`src/rtl/apjb_pkg.sv`:
```
// Shared types and constants of the audio playout jitter buffer.
package apjb_pkg;

  localparam int DEPTH_DEF  = 64;
  localparam int CFG_IDX_W  = 2;
  localparam int CFG_DATA_W = 8;

  localparam logic [CFG_IDX_W-1:0] CFG_PLAY_THRESH = 2'd0;
  localparam logic [CFG_IDX_W-1:0] CFG_SILENCE     = 2'd1;

  localparam logic [5:0] PLAY_THRESH_RST = 6'd10;
  localparam logic [7:0] SILENCE_RST     = 8'd128;

  localparam logic [2:0] OP_RX    = 3'd0;
  localparam logic [2:0] OP_TICK  = 3'd1;
  localparam logic [2:0] OP_LOCAL = 3'd2;
  localparam logic [2:0] OP_PTT   = 3'd3;
  localparam logic [2:0] OP_MUTE  = 3'd4;

  typedef struct packed {
    logic [2:0] op;
    logic [7:0] sample;
  } in_item_t;

  typedef struct packed {
    logic       dac_valid;
    logic [7:0] dac_value;
    logic       radio_valid;
    logic [7:0] radio_value;
    logic       dropped;
    logic [5:0] fill_level;
    logic       transmitting;
    logic       muted;
  } out_item_t;

  typedef enum logic [2:0] {
    CMD_NOP,
    CMD_RX,
    CMD_TICK,
    CMD_LOCAL,
    CMD_PTT,
    CMD_MUTE
  } cmd_t;

  typedef struct packed {
    cmd_t       cmd;
    logic [7:0] sample;
  } q_item_t;

  typedef enum logic {
    BK_RUN,
    BK_POP
  } bk_state_t;

endpackage

```
`src/rtl/apjb_front.sv`:
```
// Front end: accepts transactions, decodes the op and queues them for the back end.
module apjb_front (
  input  logic               clk,
  input  logic               rst_n,
  input  logic               start,
  output logic               busy,
  input  apjb_pkg::in_item_t in_data,
  output logic               q_valid,
  output apjb_pkg::q_item_t  q_head,
  input  logic               q_pop
);

  logic [1:0]        cnt_r, cnt_nxt;
  logic              wr_r, wr_nxt;
  logic              rd_r, rd_nxt;
  logic              push;
  apjb_pkg::q_item_t item;
  apjb_pkg::q_item_t q_r [2];

  assign busy    = cnt_r[1];
  assign push    = start && !busy;
  assign q_valid = (cnt_r != 2'd0);
  assign q_head  = q_r[rd_r];

  always_comb begin
    item.sample = in_data.sample;
    unique case (in_data.op)
      apjb_pkg::OP_RX:    item.cmd = apjb_pkg::CMD_RX;
      apjb_pkg::OP_TICK:  item.cmd = apjb_pkg::CMD_TICK;
      apjb_pkg::OP_LOCAL: item.cmd = apjb_pkg::CMD_LOCAL;
      apjb_pkg::OP_PTT:   item.cmd = apjb_pkg::CMD_PTT;
      apjb_pkg::OP_MUTE:  item.cmd = apjb_pkg::CMD_MUTE;
      default:            item.cmd = apjb_pkg::CMD_NOP;
    endcase
  end

  always_comb begin
    wr_nxt  = wr_r ^ push;
    rd_nxt  = rd_r ^ q_pop;
    cnt_nxt = cnt_r + {1'b0, push} - {1'b0, q_pop};
  end

  always_ff @(posedge clk) begin
    if (!rst_n) begin
      cnt_r <= 2'd0;
      wr_r  <= 1'b0;
      rd_r  <= 1'b0;
    end else begin
      cnt_r <= cnt_nxt;
      wr_r  <= wr_nxt;
      rd_r  <= rd_nxt;
    end
  end

  always_ff @(posedge clk) begin
    if (push) begin
      q_r[wr_r] <= item;
    end
  end

endmodule

```
`src/rtl/apjb_back.sv`:
```
// Back end: ring buffer, playback control and the result register.
module apjb_back #(
  parameter int DEPTH = apjb_pkg::DEPTH_DEF
) (
  input  logic                clk,
  input  logic                rst_n,
  input  logic [5:0]          play_thresh,
  input  logic [7:0]          silence_value,
  input  logic                q_valid,
  input  apjb_pkg::q_item_t   q_head,
  output logic                q_pop,
  output logic                out_valid,
  output apjb_pkg::out_item_t out_data
);

  localparam int AW = $clog2(DEPTH);
  localparam int CW = (AW > 6) ? AW : 6;

  apjb_pkg::bk_state_t state_r, state_nxt;
  logic [AW-1:0]       rp_r, rp_nxt;
  logic [AW-1:0]       wp_r, wp_nxt;
  logic [AW-1:0]       count_r, count_nxt;
  logic                ready_r, ready_nxt;
  logic                talk_r, talk_nxt;
  logic                mute_r, mute_nxt;
  logic                out_valid_r, out_valid_nxt;
  apjb_pkg::out_item_t out_r, out_nxt;
  apjb_pkg::out_item_t pend_r, pend_nxt;
  apjb_pkg::out_item_t res;
  logic [7:0]          ring_r [DEPTH];
  logic [7:0]          rd_data_r;
  logic                step;
  logic                rdy;
  logic                full;
  logic                mem_we;
  logic                pop_wait;
  logic [CW-1:0]       lvl_ext;
  logic [CW-1:0]       fill_ext;

  assign step      = (state_r == apjb_pkg::BK_RUN) && q_valid;
  assign q_pop     = step;
  assign full      = (count_r == AW'(DEPTH - 1));
  assign lvl_ext   = CW'(count_r);
  assign fill_ext  = CW'(count_nxt);
  assign out_valid = out_valid_r;
  assign out_data  = out_r;

  always_comb begin
    state_nxt = state_r;
    unique case (state_r)
      apjb_pkg::BK_RUN: begin
        if (step && pop_wait) begin
          state_nxt = apjb_pkg::BK_POP;
        end
      end
      apjb_pkg::BK_POP: begin
        state_nxt = apjb_pkg::BK_RUN;
      end
      default: begin
        state_nxt = apjb_pkg::BK_RUN;
      end
    endcase
  end

  always_comb begin
    rp_nxt        = rp_r;
    wp_nxt        = wp_r;
    count_nxt     = count_r;
    ready_nxt     = ready_r;
    talk_nxt      = talk_r;
    mute_nxt      = mute_r;
    mem_we        = 1'b0;
    pop_wait      = 1'b0;
    out_valid_nxt = 1'b0;
    out_nxt       = out_r;
    pend_nxt      = pend_r;
    res           = '0;
    rdy           = ready_r;
    if (count_r == '0) begin
      rdy = 1'b0;
    end else if (lvl_ext > CW'(play_thresh)) begin
      rdy = 1'b1;
    end
    if (step) begin
      ready_nxt = rdy;
      case (q_head.cmd)
        apjb_pkg::CMD_RX: begin
          if (!talk_r) begin
            if (full) begin
              res.dropped = 1'b1;
            end else begin
              mem_we    = 1'b1;
              wp_nxt    = (wp_r == AW'(DEPTH - 1)) ? '0 : wp_r + 1'b1;
              count_nxt = count_r + 1'b1;
            end
          end
        end
        apjb_pkg::CMD_TICK: begin
          res.dac_valid = 1'b1;
          res.dac_value = silence_value;
          if (talk_r) begin
            ready_nxt = 1'b0;
          end else if (rdy && (count_r != '0)) begin
            rp_nxt    = (rp_r == AW'(DEPTH - 1)) ? '0 : rp_r + 1'b1;
            count_nxt = count_r - 1'b1;
            pop_wait  = !mute_r;
          end
        end
        apjb_pkg::CMD_LOCAL: begin
          if (talk_r) begin
            res.radio_valid = 1'b1;
            res.radio_value = q_head.sample;
          end
        end
        apjb_pkg::CMD_PTT: begin
          talk_nxt = q_head.sample[0];
        end
        apjb_pkg::CMD_MUTE: begin
          mute_nxt = !mute_r;
        end
        default: begin
        end
      endcase
      res.fill_level   = fill_ext[5:0];
      res.transmitting = talk_nxt;
      res.muted        = mute_nxt;
      pend_nxt         = res;
      out_nxt          = res;
      out_valid_nxt    = !pop_wait;
    end else if (state_r == apjb_pkg::BK_POP) begin
      out_valid_nxt     = 1'b1;
      out_nxt           = pend_r;
      out_nxt.dac_value = rd_data_r;
    end
  end

  always_ff @(posedge clk) begin
    if (!rst_n) begin
      state_r     <= apjb_pkg::BK_RUN;
      rp_r        <= '0;
      wp_r        <= '0;
      count_r     <= '0;
      ready_r     <= 1'b0;
      talk_r      <= 1'b0;
      mute_r      <= 1'b0;
      out_valid_r <= 1'b0;
    end else begin
      state_r     <= state_nxt;
      rp_r        <= rp_nxt;
      wp_r        <= wp_nxt;
      count_r     <= count_nxt;
      ready_r     <= ready_nxt;
      talk_r      <= talk_nxt;
      mute_r      <= mute_nxt;
      out_valid_r <= out_valid_nxt;
    end
  end

  always_ff @(posedge clk) begin
    out_r  <= out_nxt;
    pend_r <= pend_nxt;
  end

  always_ff @(posedge clk) begin
    if (mem_we) begin
      ring_r[wp_r] <= q_head.sample;
    end
    rd_data_r <= ring_r[rp_r];
  end

endmodule

```
`src/rtl/audio_playout_jitter_buffer_unit.sv`:
```
// Top level of the audio playout jitter buffer: configuration registers and core.
//
// Input channel: an op and a sample byte on in_data are taken at a rising edge
// with start high and busy low. Ops: radio byte, playback tick, local sample,
// push-to-talk, mute toggle.
// Result channel: every transaction gives one result on out_data, marked by
// out_valid for exactly one cycle; the receiver cannot stall it.
// Configuration: cfg_we, cfg_index, cfg_data write the playback threshold
// (index 0) and silence_value (index 1); write only while idle.
// Results are registered; an unmuted tick that pops a byte passes through
// the BK_POP state first, as the ring memory read is registered.
// Throughput: one transaction per cycle, except that an unmuted pop holds
// the back end in the BK_POP state. A two-entry queue sits between decode and
// the back end; busy rises when it is full.
// Reset: pointers, fill count, ready, talk and mute flags clear, configuration
// returns to a playback threshold of 10 and silence 128. No clearing pass is
// needed.
module audio_playout_jitter_buffer_unit #(
  parameter int DEPTH = apjb_pkg::DEPTH_DEF
) (
  input  logic                            clk,
  input  logic                            rst_n,
  input  logic                            start,
  output logic                            busy,
  input  apjb_pkg::in_item_t              in_data,
  output logic                            out_valid,
  output apjb_pkg::out_item_t             out_data,
  input  logic                            cfg_we,
  input  logic [apjb_pkg::CFG_IDX_W-1:0]  cfg_index,
  input  logic [apjb_pkg::CFG_DATA_W-1:0] cfg_data
);

  logic [5:0]        play_thresh_r, play_thresh_nxt;
  logic [7:0]        silence_r, silence_nxt;
  logic              q_valid;
  logic              q_pop;
  apjb_pkg::q_item_t q_head;

  always_comb begin
    play_thresh_nxt = play_thresh_r;
    silence_nxt     = silence_r;
    if (cfg_we) begin
      unique case (cfg_index)
        apjb_pkg::CFG_PLAY_THRESH: play_thresh_nxt = cfg_data[5:0];
        apjb_pkg::CFG_SILENCE:     silence_nxt     = cfg_data[7:0];
        default: begin
        end
      endcase
    end
  end

  always_ff @(posedge clk) begin
    if (!rst_n) begin
      play_thresh_r <= apjb_pkg::PLAY_THRESH_RST;
      silence_r     <= apjb_pkg::SILENCE_RST;
    end else begin
      play_thresh_r <= play_thresh_nxt;
      silence_r     <= silence_nxt;
    end
  end

  apjb_front u_front (
    .clk     (clk),
    .rst_n   (rst_n),
    .start   (start),
    .busy    (busy),
    .in_data (in_data),
    .q_valid (q_valid),
    .q_head  (q_head),
    .q_pop   (q_pop)
  );

  apjb_back #(
    .DEPTH (DEPTH)
  ) u_back (
    .clk           (clk),
    .rst_n         (rst_n),
    .play_thresh   (play_thresh_r),
    .silence_value (silence_r),
    .q_valid       (q_valid),
    .q_head        (q_head),
    .q_pop         (q_pop),
    .out_valid     (out_valid),
    .out_data      (out_data)
  );

  a_no_result_after_reset: assert property (@(posedge clk)
    !rst_n |=> !out_valid)
    else $error("result strobe directly after reset");

  a_one_event_per_result: assert property (@(posedge clk) disable iff (!rst_n)
    out_valid |-> ($countones({out_data.dac_valid, out_data.radio_valid,
                               out_data.dropped}) <= 1))
    else $error("more than one event flagged in one result");

  a_drop_only_receiving: assert property (@(posedge clk) disable iff (!rst_n)
    (out_valid && out_data.dropped) |-> !out_data.transmitting)
    else $error("received byte dropped while transmitting");

  a_radio_only_transmitting: assert property (@(posedge clk) disable iff (!rst_n)
    (out_valid && out_data.radio_valid) |-> out_data.transmitting)
    else $error("local sample forwarded while receiving");

endmodule
```
`config.mk`:
```
export PLATFORM = sky130hd
export DESIGN_NAME = audio_playout_jitter_buffer_unit
export DESIGN_NICKNAME = d
export VERILOG_FILES = /design/src/rtl/apjb_pkg.sv /design/src/rtl/apjb_front.sv /design/src/rtl/apjb_back.sv /design/src/rtl/audio_playout_jitter_buffer_unit.sv
export SDC_FILE = /design/constraint.sdc
export NUM_CORES = 1
export LEC_CHECK = 0
export BUFFER_PORTS_ARGS = -buffer_cell sky130_fd_sc_hd__buf_2
export CORE_MARGIN = 3
export CORE_UTILIZATION = 32
export CTS_CLUSTER_DIAMETER = 100
export DETAILED_ROUTE_END_ITERATION = 6
export PLACE_DENSITY = 0.57
export SKIP_CTS_REPAIR_TIMING = 1
export SLEW_MARGIN = 10
export SYNTH_ARGS = -nofsm -noshare
export SYNTH_HDL_FRONTEND = slang
export SYNTH_SLANG_ARGS = --single-unit
```
`constraint.sdc`:
```
create_clock -name clk -period 2.8 [get_ports clk]
set_clock_uncertainty 0.05 [all_clocks]
set_input_delay 0.14 -clock clk [delete_from_list [all_inputs] [get_ports clk]]
set_output_delay 0.14 -clock clk [all_outputs]
set_load 0.02 [all_outputs]
```
==> flow_metrics.py, run 1 <==
metrics = {
    "run": {
        "drv_cap": 0,
    },
    "yosys": {
        "ys_async_sr_fraction": 0,
        "synth_warnings": 0,
        "synth-edff-count": 580,
        "synthCells": 1383,
        "syn_area_per_cell_um2": 18.1,
        "yosysMostFrequentCell": "edfxtp_1",
        "synth_seq_cells": 630,
        "synth_top_area_frac": 0.696,
        "synth.area.top_cells": "edfxtp_1 (70%), mux4_2 (11%), dfxtp_1 (4.0%)",
        "synth_flop_cell": "edfxtp_1",
        "yosysSeqAreaShare": 0.736,
        "synth.net_count": 1422,
        "ys_top_cells_by_count": "edfxtp_1 (580), mux4_2 (124), nor2_1 (115)",
        "yosysTopAreaCell": "edfxtp_1",
        "syn_area_um2": 25000,
        "synthDistinctLibCells": 66,
    },
    "global_routing": {
        "grt_max_degree": 65,
        "grt_pass1_vias": 13383,
        "antenna_found_initial": 0,
        "track_usage": 0.138,
        "grt_pass1_wl_um": 85300,
        "grt_overflow": 0,
    },
    "clocking": {
        "clkTransAtPathRegs_ns": 0.06,
        "htree_levels": 3,
        "cts.sinks": 630,
        "clockRootBuffer": "clkbuf_16",
        "cts_tree": "yes",
        "cts_buffer_depth": 3,
        "numCtsBuffers": 67,
        "clock_latency_ns": 0.60,
    },
    "sta": {
        "fmax_mhz": 375,
        "timing.hold.ws_ns": 0.00159,
        "tightest_slew_ns": 0.765,
        "finalSetupViolations": 0,
        "rsz0062_at_grt": "no",
        "fin_crit_ns": 2.67,
        "final-max-slew-violation-count": 0,
        "max-slew-margin-rel": 0.490,
        "hold_viol_final": 0,
        "post-route-period-util": 0.953,
    },
    "cells_and_area": {
        "num_antenna_cells": 0,
        "fillers": 6953,
        "nNetsFinal": 1620,
        "areaGrowthSynthToFinish_pct": 19.3,
        "stdcell_area_um2": 29900,
        "layout-drive-gt1-share": 0.278,
    },
    "floorplanning": {
        "core_um2": 76700,
        "floorplan.initialDensity": 0.326,
        "rows": 101,
        "die-area_um2": 81600,
        "io_pins": 54,
        "die_y_um": 286,
        "die-width_um": 286,
    },
    "critical_path": {
        "worst-path-max-fanout": 12,
        "endpoint_kind": "flip-flop",
        "reg2reg_from": "u_back.rp_r[1]",
        "cp-start-kind": "flip-flop",
        "required_ns": 3.19,
        "r2r_end": "u_back.rd_data_r[6]",
        "critPathKind": "reg -> reg",
        "critPathArrivalTime_ns": 3.06,
        "reg2reg_depth": 6,
        "r2r_slack_ns": 0.13,
        "cpMaxStageDelayCell": "mux4_2",
        "cp_slowest_stage_delay_ns": 0.54,
        "path_cells": "buf_12 -> mux4_2 -> mux2_2 -> o22ai_1 -> o211ai_1 -> a22o_1",
    },
    "hold_path": {
        "holdCritPathClass": "in -> reg",
        "worstHoldStart": "cfg_index[1]",
        "hold_path_end": "play_thresh_r[3]",
        "hold_depth": 4,
    },
    "routing": {
        "ant_nets": 0,
        "drt-total-wl_um": 56800,
        "vias_per_cell": 4.94,
        "drt_pass1_iterations": 4,
        "num_vias": 13139,
        "post_drt_wl_per_cell_um": 21.3,
        "drtIter0Drc": 1068,
        "remaining_drc_errors": 0,
    },
    "power_and_ir_drop": {
        "p_leak_uw": 0.00965,
        "power_density_nw_per_um2": 782,
        "peakVddDrop_mv": 0.399,
    },
    "place": {
        "place_area_um2": 27400,
        "place_hpwl_um": 35700,
        "port_buffers": 53,
        "place_congestion": 0.835,
    },
    "run_status": {
        "status": "complete, no violations",
    },
}
## placed cells by master, fill, tap and decap left out, types with 21 or more instances in the layout
cell and count:
edfxtp_1 580, mux4_2 124, buf_4 118, nor2_1 114
clkbuf_16 74, nand2_1 59, buf_2 53, mux2i_1 47
dfxtp_1 45, o21ai_0 24, nor2b_1 24, dlygate4sd3_1 21
## through the flow
stage                     total power (uW)  cells   util  setup WS (ns)  TNS (ns)
after floorplan                      13500   1383      -         0.0684         0
after global placement               14700   2520  0.357         -0.175     -7.97
after detailed placement             14800   2520  0.357         -0.180     -8.32
after CTS                            23600   2640  0.386         -0.221    -10.62
after global routing                 24300   2662  0.389        0.00924         0
final                                23400   2662  0.389          0.131         0
## power by group
group          total, uW  internal [uW]  switching, uW
Sequential         11700          11500            169
Clock               8820           5330           3480
Combinational       2850            804           2050
## cell type report
type	count	area (um2)	share of cell area
clock buffer	93	1950	0.0654
clock inverter	27	255	0.00855
inverter	25	98.8	0.00331
multi-input combinational	652	6220	0.208
sequential	630	18400	0.617
tap	1030	1290	0.0432
timing repair buffer	205	1610	0.0540
## routing by layer
| metal | track usage | vias up | wire length, um |
|---|---|---|---|
| li1 | - | 5924 | - |
| met5 | 0 | - | 0 |
| met1 | 0.189 | 6787 | 25200 |
| met2 | 0.224 | 335 | 27300 |
| met3 | 0.0225 | 93 | 2650 |
| met4 | 0.0513 | 0 | 1610 |
## critical path, delay by kind of cell, from the launching register on
kind                   cells  cell delay [ns]
AOI/OAI and AO/OA          3             0.94
DFF                        1             0.49
muxes                      2             0.82
buffers and inverters      1             0.20
## flip-flops by register name, indices dropped and copies added, names as in the netlist, named ones only
signal / cells
play_thresh_r: 6
silence_r: 8
u_back.count_r: 6
u_back.mute_r: 1
u_back.out_data: 27
u_back.out_valid: 1
u_back.pend_r: 19
u_back.rd_data_r: 8
u_back.ready_r: 1
u_back.ring_r: 512
u_back.rp_r: 6
u_back.state_r: 1
u_back.talk_r: 1
u_back.wp_r: 6
u_front.cnt_r: 2
u_front.q_r: 22
u_front.rd_r: 1
u_front.wr_r: 1
## worst max path at each step
stage	start	to	slack, ns	cells past startpoint
global placement	flip-flop	u_back.ring_r[20][0]	-0.18	9
detailed placement	flip-flop	u_back.ring_r[20][6]	-0.18	9
global route	u_front.q_r[1][9]	u_back.ring_r[40][2]	0.009	10
CTS	flip-flop	u_back.ring_r[20][6]	-0.22	9
finish	u_back.rp_r[1]	u_back.rd_data_r[6]	0.13	6
floorplan	u_front.cnt_r[1]	u_back.ring_r[49][0]	0.07	9
## logic make-up (layout without fill, tap and decap cells)
group	Yosys count	in the layout	synth area share
mux	184	184	0.136
flops	630	630	0.736
buf+inv	101	350	0.0176
compound gates	142	142	0.0401
xor+xnor	14	14	0.00490
fa+ha+maj	14	14	0.00700
simple gates	298	298	0.0586
(Power assumes the default switching activity.)
==> inputs of run 2 (changes only) <==
- BUFFER_PORTS_ARGS: -buffer_cell sky130_fd_sc_hd__buf_2 -> -buffer_cell sky130_fd_sc_hd__buf_4
==> run 2 against run 1 <==
  * Via count down 0.42%
  * Critical path type unchanged
  * Highest routed layer is now met5
  * Combinational power up 4%
  * Largest cell class unchanged
  * Register-to-register slack about the same
==> flow_metrics.py, run 2 (synthesis results as in run 1) <==
metrics = {
    "run_status": {
        "status": "complete, no violations",
    },
    "global_routing": {
        "grt_use_met2": 0.231,
        "use_met1": 0.184,
        "grt_overflow": 0,
        "grt_pass1_vias": 13336,
        "grt_max_degree": 65,
        "grt_pass1_wl_um": 85800,
        "antenna_found_initial": 2,
        "met3_usage": 0.0272,
        "track_usage": 0.139,
        "grt_busiest_layer": "met2",
    },
    "sta": {
        "timing.hold.ws_ns": 0.0230,
        "tightest_slew_ns": 0.737,
        "finalSetupViolations": 0,
        "final-max-slew-violation-count": 0,
        "fmax_mhz": 376,
        "max-slew-margin-rel": 0.508,
        "post-route-period-util": 0.949,
        "fin_crit_ns": 2.66,
        "tns_ns": 0,
        "hold_viol_final": 0,
    },
    "critical_path": {
        "endpoint_kind": "flip-flop",
        "reg2reg_depth": 9,
        "worstSetupPathDepth": 9,
        "critPathArrivalTime_ns": 2.89,
        "path_cells": "nor3b_4 -> o211ai_4 -> or3_4 -> buf_4 -> nor3_1 -> buf_4 -> nand2_2 -> nor2_1 -> buf_4",
        "critPathKind": "reg -> reg",
        "critPathBufInv": 3,
        "worst-path-max-fanout": 8,
        "crit_top_cell": "buf_4",
        "required_ns": 3.03,
        "cp-start-kind": "flip-flop",
        "cpMaxStageDelayCell": "edfxtp_1",
        "cp_slowest_stage_delay_ns": 0.48,
        "path_delay_family": "simple AND/OR/NAND/NOR gates",
    },
    "clocking": {
        "numCtsBuffers": 67,
        "clkTransAtPathRegs_ns": 0.06,
        "clock_latency_ns": 0.58,
        "cts.sinks": 630,
        "clockRootBuffer": "clkbuf_16",
        "cts_tree": "yes",
        "htree_levels": 3,
        "cts_buffer_depth": 3,
    },
    "routing": {
        "drt-total-wl_um": 56800,
        "post_drt_wl_per_cell_um": 21.3,
        "drtIter0Drc": 1088,
        "drt_pass1_iterations": 5,
        "vias_per_cell": 4.92,
        "remaining_drc_errors": 0,
        "num_vias": 13084,
        "ant_nets": 0,
    },
    "cells_and_area": {
        "areaGrowthSynthToFinish_pct": 19.4,
        "layout_commonest_cell": "edfxtp_1",
        "layout-drive-gt1-share": 0.275,
        "largest_reg_flops": 512,
        "layout_common_cells": "edfxtp_1 (580), buf_4 (165), mux4_2 (124)",
        "fillers": 6964,
        "top_register": "u_back.ring_r",
        "nNetsFinal": 1621,
    },
    "place": {
        "place_congestion": 0.823,
        "port_buffers": 53,
        "place_hpwl_um": 35600,
    },
    "floorplanning": {
        "rows": 101,
        "die-area_um2": 81600,
        "die-width_um": 286,
        "io_pins": 54,
        "core_um2": 76700,
        "floorplan.initialDensity": 0.326,
        "die_y_um": 286,
    },
    "run": {
        "drv_cap": 0,
    },
    "hold_path": {
        "holdCritPathClass": "in -> reg",
        "hold_depth": 5,
    },
    "power_and_ir_drop": {
        "p_leak_uw": 0.00960,
        "power_density_nw_per_um2": 768,
        "peakVddDrop_mv": 0.346,
    },
}
==> run 2: cell count changes in the layout (fill, tap and decap cells not counted), moves of 2 or more <==
| cell | before | now |
|---|---|---|
| clkbuf_16 | 74 | 69 |
| buf_4 | 118 | 165 |
| clkbuf_1 | 16 | 14 |
| clkinv_2 | 9 | 13 |
| buf_2 | 53 | 0 |
| dlygate4sd3_1 | 21 | 25 |
| bufinv_16 | 5 | 3 |
| buf_12 | 12 | 16 |
==> run 2: routing by layer <==
metal	share of wire	up-vias
li1	-	5918
met1	0.43	6709
met2	0.49	367
met3	0.058	88
met4	0.027	2
met5	0.00021	-
==> run 2: path summary, 6_finish.rpt <==
check	from	end	slack [ns]
setup / recovery	u_front.q_r[0][9]	u_back.ring_r[4][7]	0.14
setup reg to reg	u_front.q_r[0][9]	u_back.ring_r[4][7]	0.14
hold reg to reg	u_back.state_r	u_back.out_valid	0.46
hold / removal	cfg_index[1]	play_thresh_r[4]	0.02
==> run 2: tightest hold or removal path, stage by stage <==
cell and delay, ns:
buf_4 0.08, nor3b_1 0.04, buf_4 0.16, a21oi_1 0.14
nor2b_1 0.05
==> run 2: stage by stage <==
| step | area [um2] | cells | utilization | setup WS, ns | total power (uW) |
|---|---|---|---|---|---|
| after floorplan | 25000 | 1383 | - | 0.0684 | 13500 |
| final | 29900 | 2661 | 0.390 | 0.142 | 23000 |
| after global routing | 29900 | 2660 | 0.390 | -0.000195 | 23900 |
| after detailed placement | 27500 | 2517 | 0.359 | -0.0791 | 14900 |
| after global placement | 27500 | 2517 | 0.359 | -0.0931 | 14800 |
| after CTS | 29600 | 2634 | 0.386 | -0.113 | 23200 |
==> run 2: report_power, final <==
group	switching (uW)	total, uW	internal, uW
registers	178	11700	11500
logic	2040	2950	920
clock network	3440	8300	4860
==> run 2: final cells by class <==
cell class,count,area [um2],share of cell area
clock inverters,31,230,0.00770
well taps,1030,1290,0.0431
diodes,1,2.50,0.0000837
flip-flops and latches,630,18400,0.617
multi-input cells,652,6210,0.208
repair buffers,206,1810,0.0605
inverters,25,98.8,0.00331
clock buffers,86,1820,0.0609
==> inputs of run 3 (changes only) <==
- PLACE_DENSITY: 0.57 -> 0.55
- clock period: 2.8 -> 2.9 ns (I/O delays scaled with it)
==> run 3 against run 2 <==
  * Register-to-register slack worse by 0.07 ns
  * Global-route usage increased by 0.33 points
  * Utilization is essentially flat
  * Non-clock buffer count is 11 lower
  * Critical path depth down 2
==> flow_metrics.py, run 3 (synthesis results as in run 1) <==
metrics = {
    "routing": {
        "remaining_drc_errors": 0,
        "drtIter0Drc": 1137,
        "num_vias": 13124,
        "drt_pass1_iterations": 5,
        "drt-total-wl_um": 58300,
        "ant_nets": 0,
        "vias_per_cell": 4.95,
        "post_drt_wl_per_cell_um": 22.0,
    },
    "cells_and_area": {
        "areaGrowthSynthToFinish_pct": 19.4,
        "layout-drive-gt1-share": 0.270,
        "top_register": "u_back.ring_r",
        "fillers": 6980,
        "layout_commonest_cell": "edfxtp_1",
        "num_antenna_cells": 0,
        "nNetsFinal": 1609,
        "largest_reg_flops": 512,
        "final_core_util": 0.390,
        "layout_common_cells": "edfxtp_1 (580), buf_4 (152), mux4_2 (124)",
    },
    "sta": {
        "rsz0062_at_grt": "no",
        "post-route-period-util": 0.975,
        "worst_slack_ns": 0.0739,
        "tightest_slew_ns": 0.838,
        "fmax_mhz": 354,
        "max-slew-margin-rel": 0.441,
        "finalSetupViolations": 0,
        "final-max-slew-violation-count": 0,
        "hold_viol_final": 0,
        "fin_crit_ns": 2.83,
    },
    "power_and_ir_drop": {
        "peakVddDrop_mv": 0.402,
        "p_leak_uw": 0.00958,
        "power_density_nw_per_um2": 751,
    },
    "clocking": {
        "clock_latency_ns": 0.59,
        "clkTransAtPathRegs_ns": 0.06,
        "clockRootBuffer": "clkbuf_16",
        "cts_buffer_depth": 3,
        "numCtsBuffers": 66,
        "cts.sinks": 630,
        "cts_tree": "yes",
        "htree_levels": 3,
    },
    "critical_path": {
        "path_cells": "buf_4 -> nor4bb_1 -> or2_2 -> nand2_1 -> or4_1 -> o211ai_1 -> mux2_2",
        "critPathArrivalTime_ns": 3.22,
        "endpoint_kind": "flip-flop",
        "cp-start-kind": "flip-flop",
        "required_ns": 3.30,
        "cp_slowest_stage_delay_ns": 0.60,
        "cpMaxStageDelayCell": "nor4bb_1",
        "critPathKind": "reg -> reg",
        "worst-path-max-fanout": 16,
    },
    "global_routing": {
        "grt_max_degree": 65,
        "met3_usage": 0.0292,
        "grt_overflow": 0,
        "antenna_found_initial": 0,
        "grt_busiest_layer": "met2",
        "use_met1": 0.191,
        "grt_use_met2": 0.231,
        "track_usage": 0.143,
        "grt_pass1_wl_um": 87500,
        "grt_pass1_vias": 13529,
    },
    "place": {
        "port_buffers": 53,
        "place_hpwl_um": 36300,
        "place_congestion": 0.834,
        "dp_slack_ns": -0.0112,
    },
    "floorplanning": {
        "core_um2": 76700,
        "die-area_um2": 81600,
        "die_y_um": 286,
        "io_pins": 54,
        "floorplan.initialDensity": 0.326,
        "rows": 101,
        "die-width_um": 286,
    },
    "run": {
        "drv_cap": 0,
    },
    "run_status": {
        "status": "complete, no violations",
    },
    "hold_path": {
        "holdCritPathClass": "in -> reg",
    },
}
## run 3: cell types whose count changed in the layout (fill, tap and decap cells not counted), moves of 2 or more
cell	change
clkinvlp_4	+2
buf_4	-13
bufinv_16	+2
nor2_4	-2
clkbuf_16	+2
clkinv_2	+2
clkbuf_8	-3
clkbuf_1	-3
## run 3: per-layer routing
metal	wire [um]	share of wire
met5	0	0
met2	28100	0.48
met3	3370	0.058
met4	1590	0.027
met1	25300	0.43
## run 3: area by class of cell
| type | count | area [um2] | share of cell area |
|---|---|---|---|
| Tap cell | 1030 | 1290 | 0.0431 |
| Sequential cell | 630 | 18400 | 0.617 |
| Multi-Input combinational cell | 652 | 6190 | 0.207 |
| Clock inverter | 38 | 317 | 0.0106 |
| Clock buffer | 82 | 1820 | 0.0608 |
| Timing Repair Buffer | 195 | 1740 | 0.0583 |
| Inverter | 25 | 98.8 | 0.00331 |
## run 3: worst paths after layout
check | cells after the start | endpoint | start | slack [ns]
min reg2reg | 1 | u_back.out_valid | u_back.state_r | 0.46
max reg2reg | 7 | u_back.out_data[7] | flip-flop | 0.07
max | 7 | u_back.out_data[7] | flip-flop | 0.07
min | 5 | play_thresh_r[2] | cfg_index[1] | 0.04
## run 3: where the power goes
part	leakage [uW]	internal [uW]	switching, uW
clock network	0.00105	4900	3390
registers	0.00568	11100	169
logic	0.00286	872	1980
total	0.00958	16900	5540
## run 3: through the flow
step | std cells | setup TNS, ns | hold slack, ns | cell area, um2 | power [uW]
global route | 2652 | 0 | 0.0268 | 29900 | 23400
floorplan | 1383 | 0 | 0.194 | 25000 | 13000
detailed placement | 2506 | -0.173 | 0.285 | 27500 | 14400
global placement | 2506 | -0.377 | 0.282 | 27500 | 14300
CTS | 2626 | -3.45 | -0.356 | 29600 | 22700
finish | 2652 | 0 | 0.0355 | 29900 | 22400
## run 3: worst max-delay path, delay by kind of cell (launching register included)
| family | cells | cell delay, ns |
|---|---|---|
| compound gates | 1 | 0.14 |
| flops | 1 | 0.41 |
| simple gates | 4 | 1.60 |
| mux | 1 | 0.20 |
| buf+inv | 1 | 0.28 |
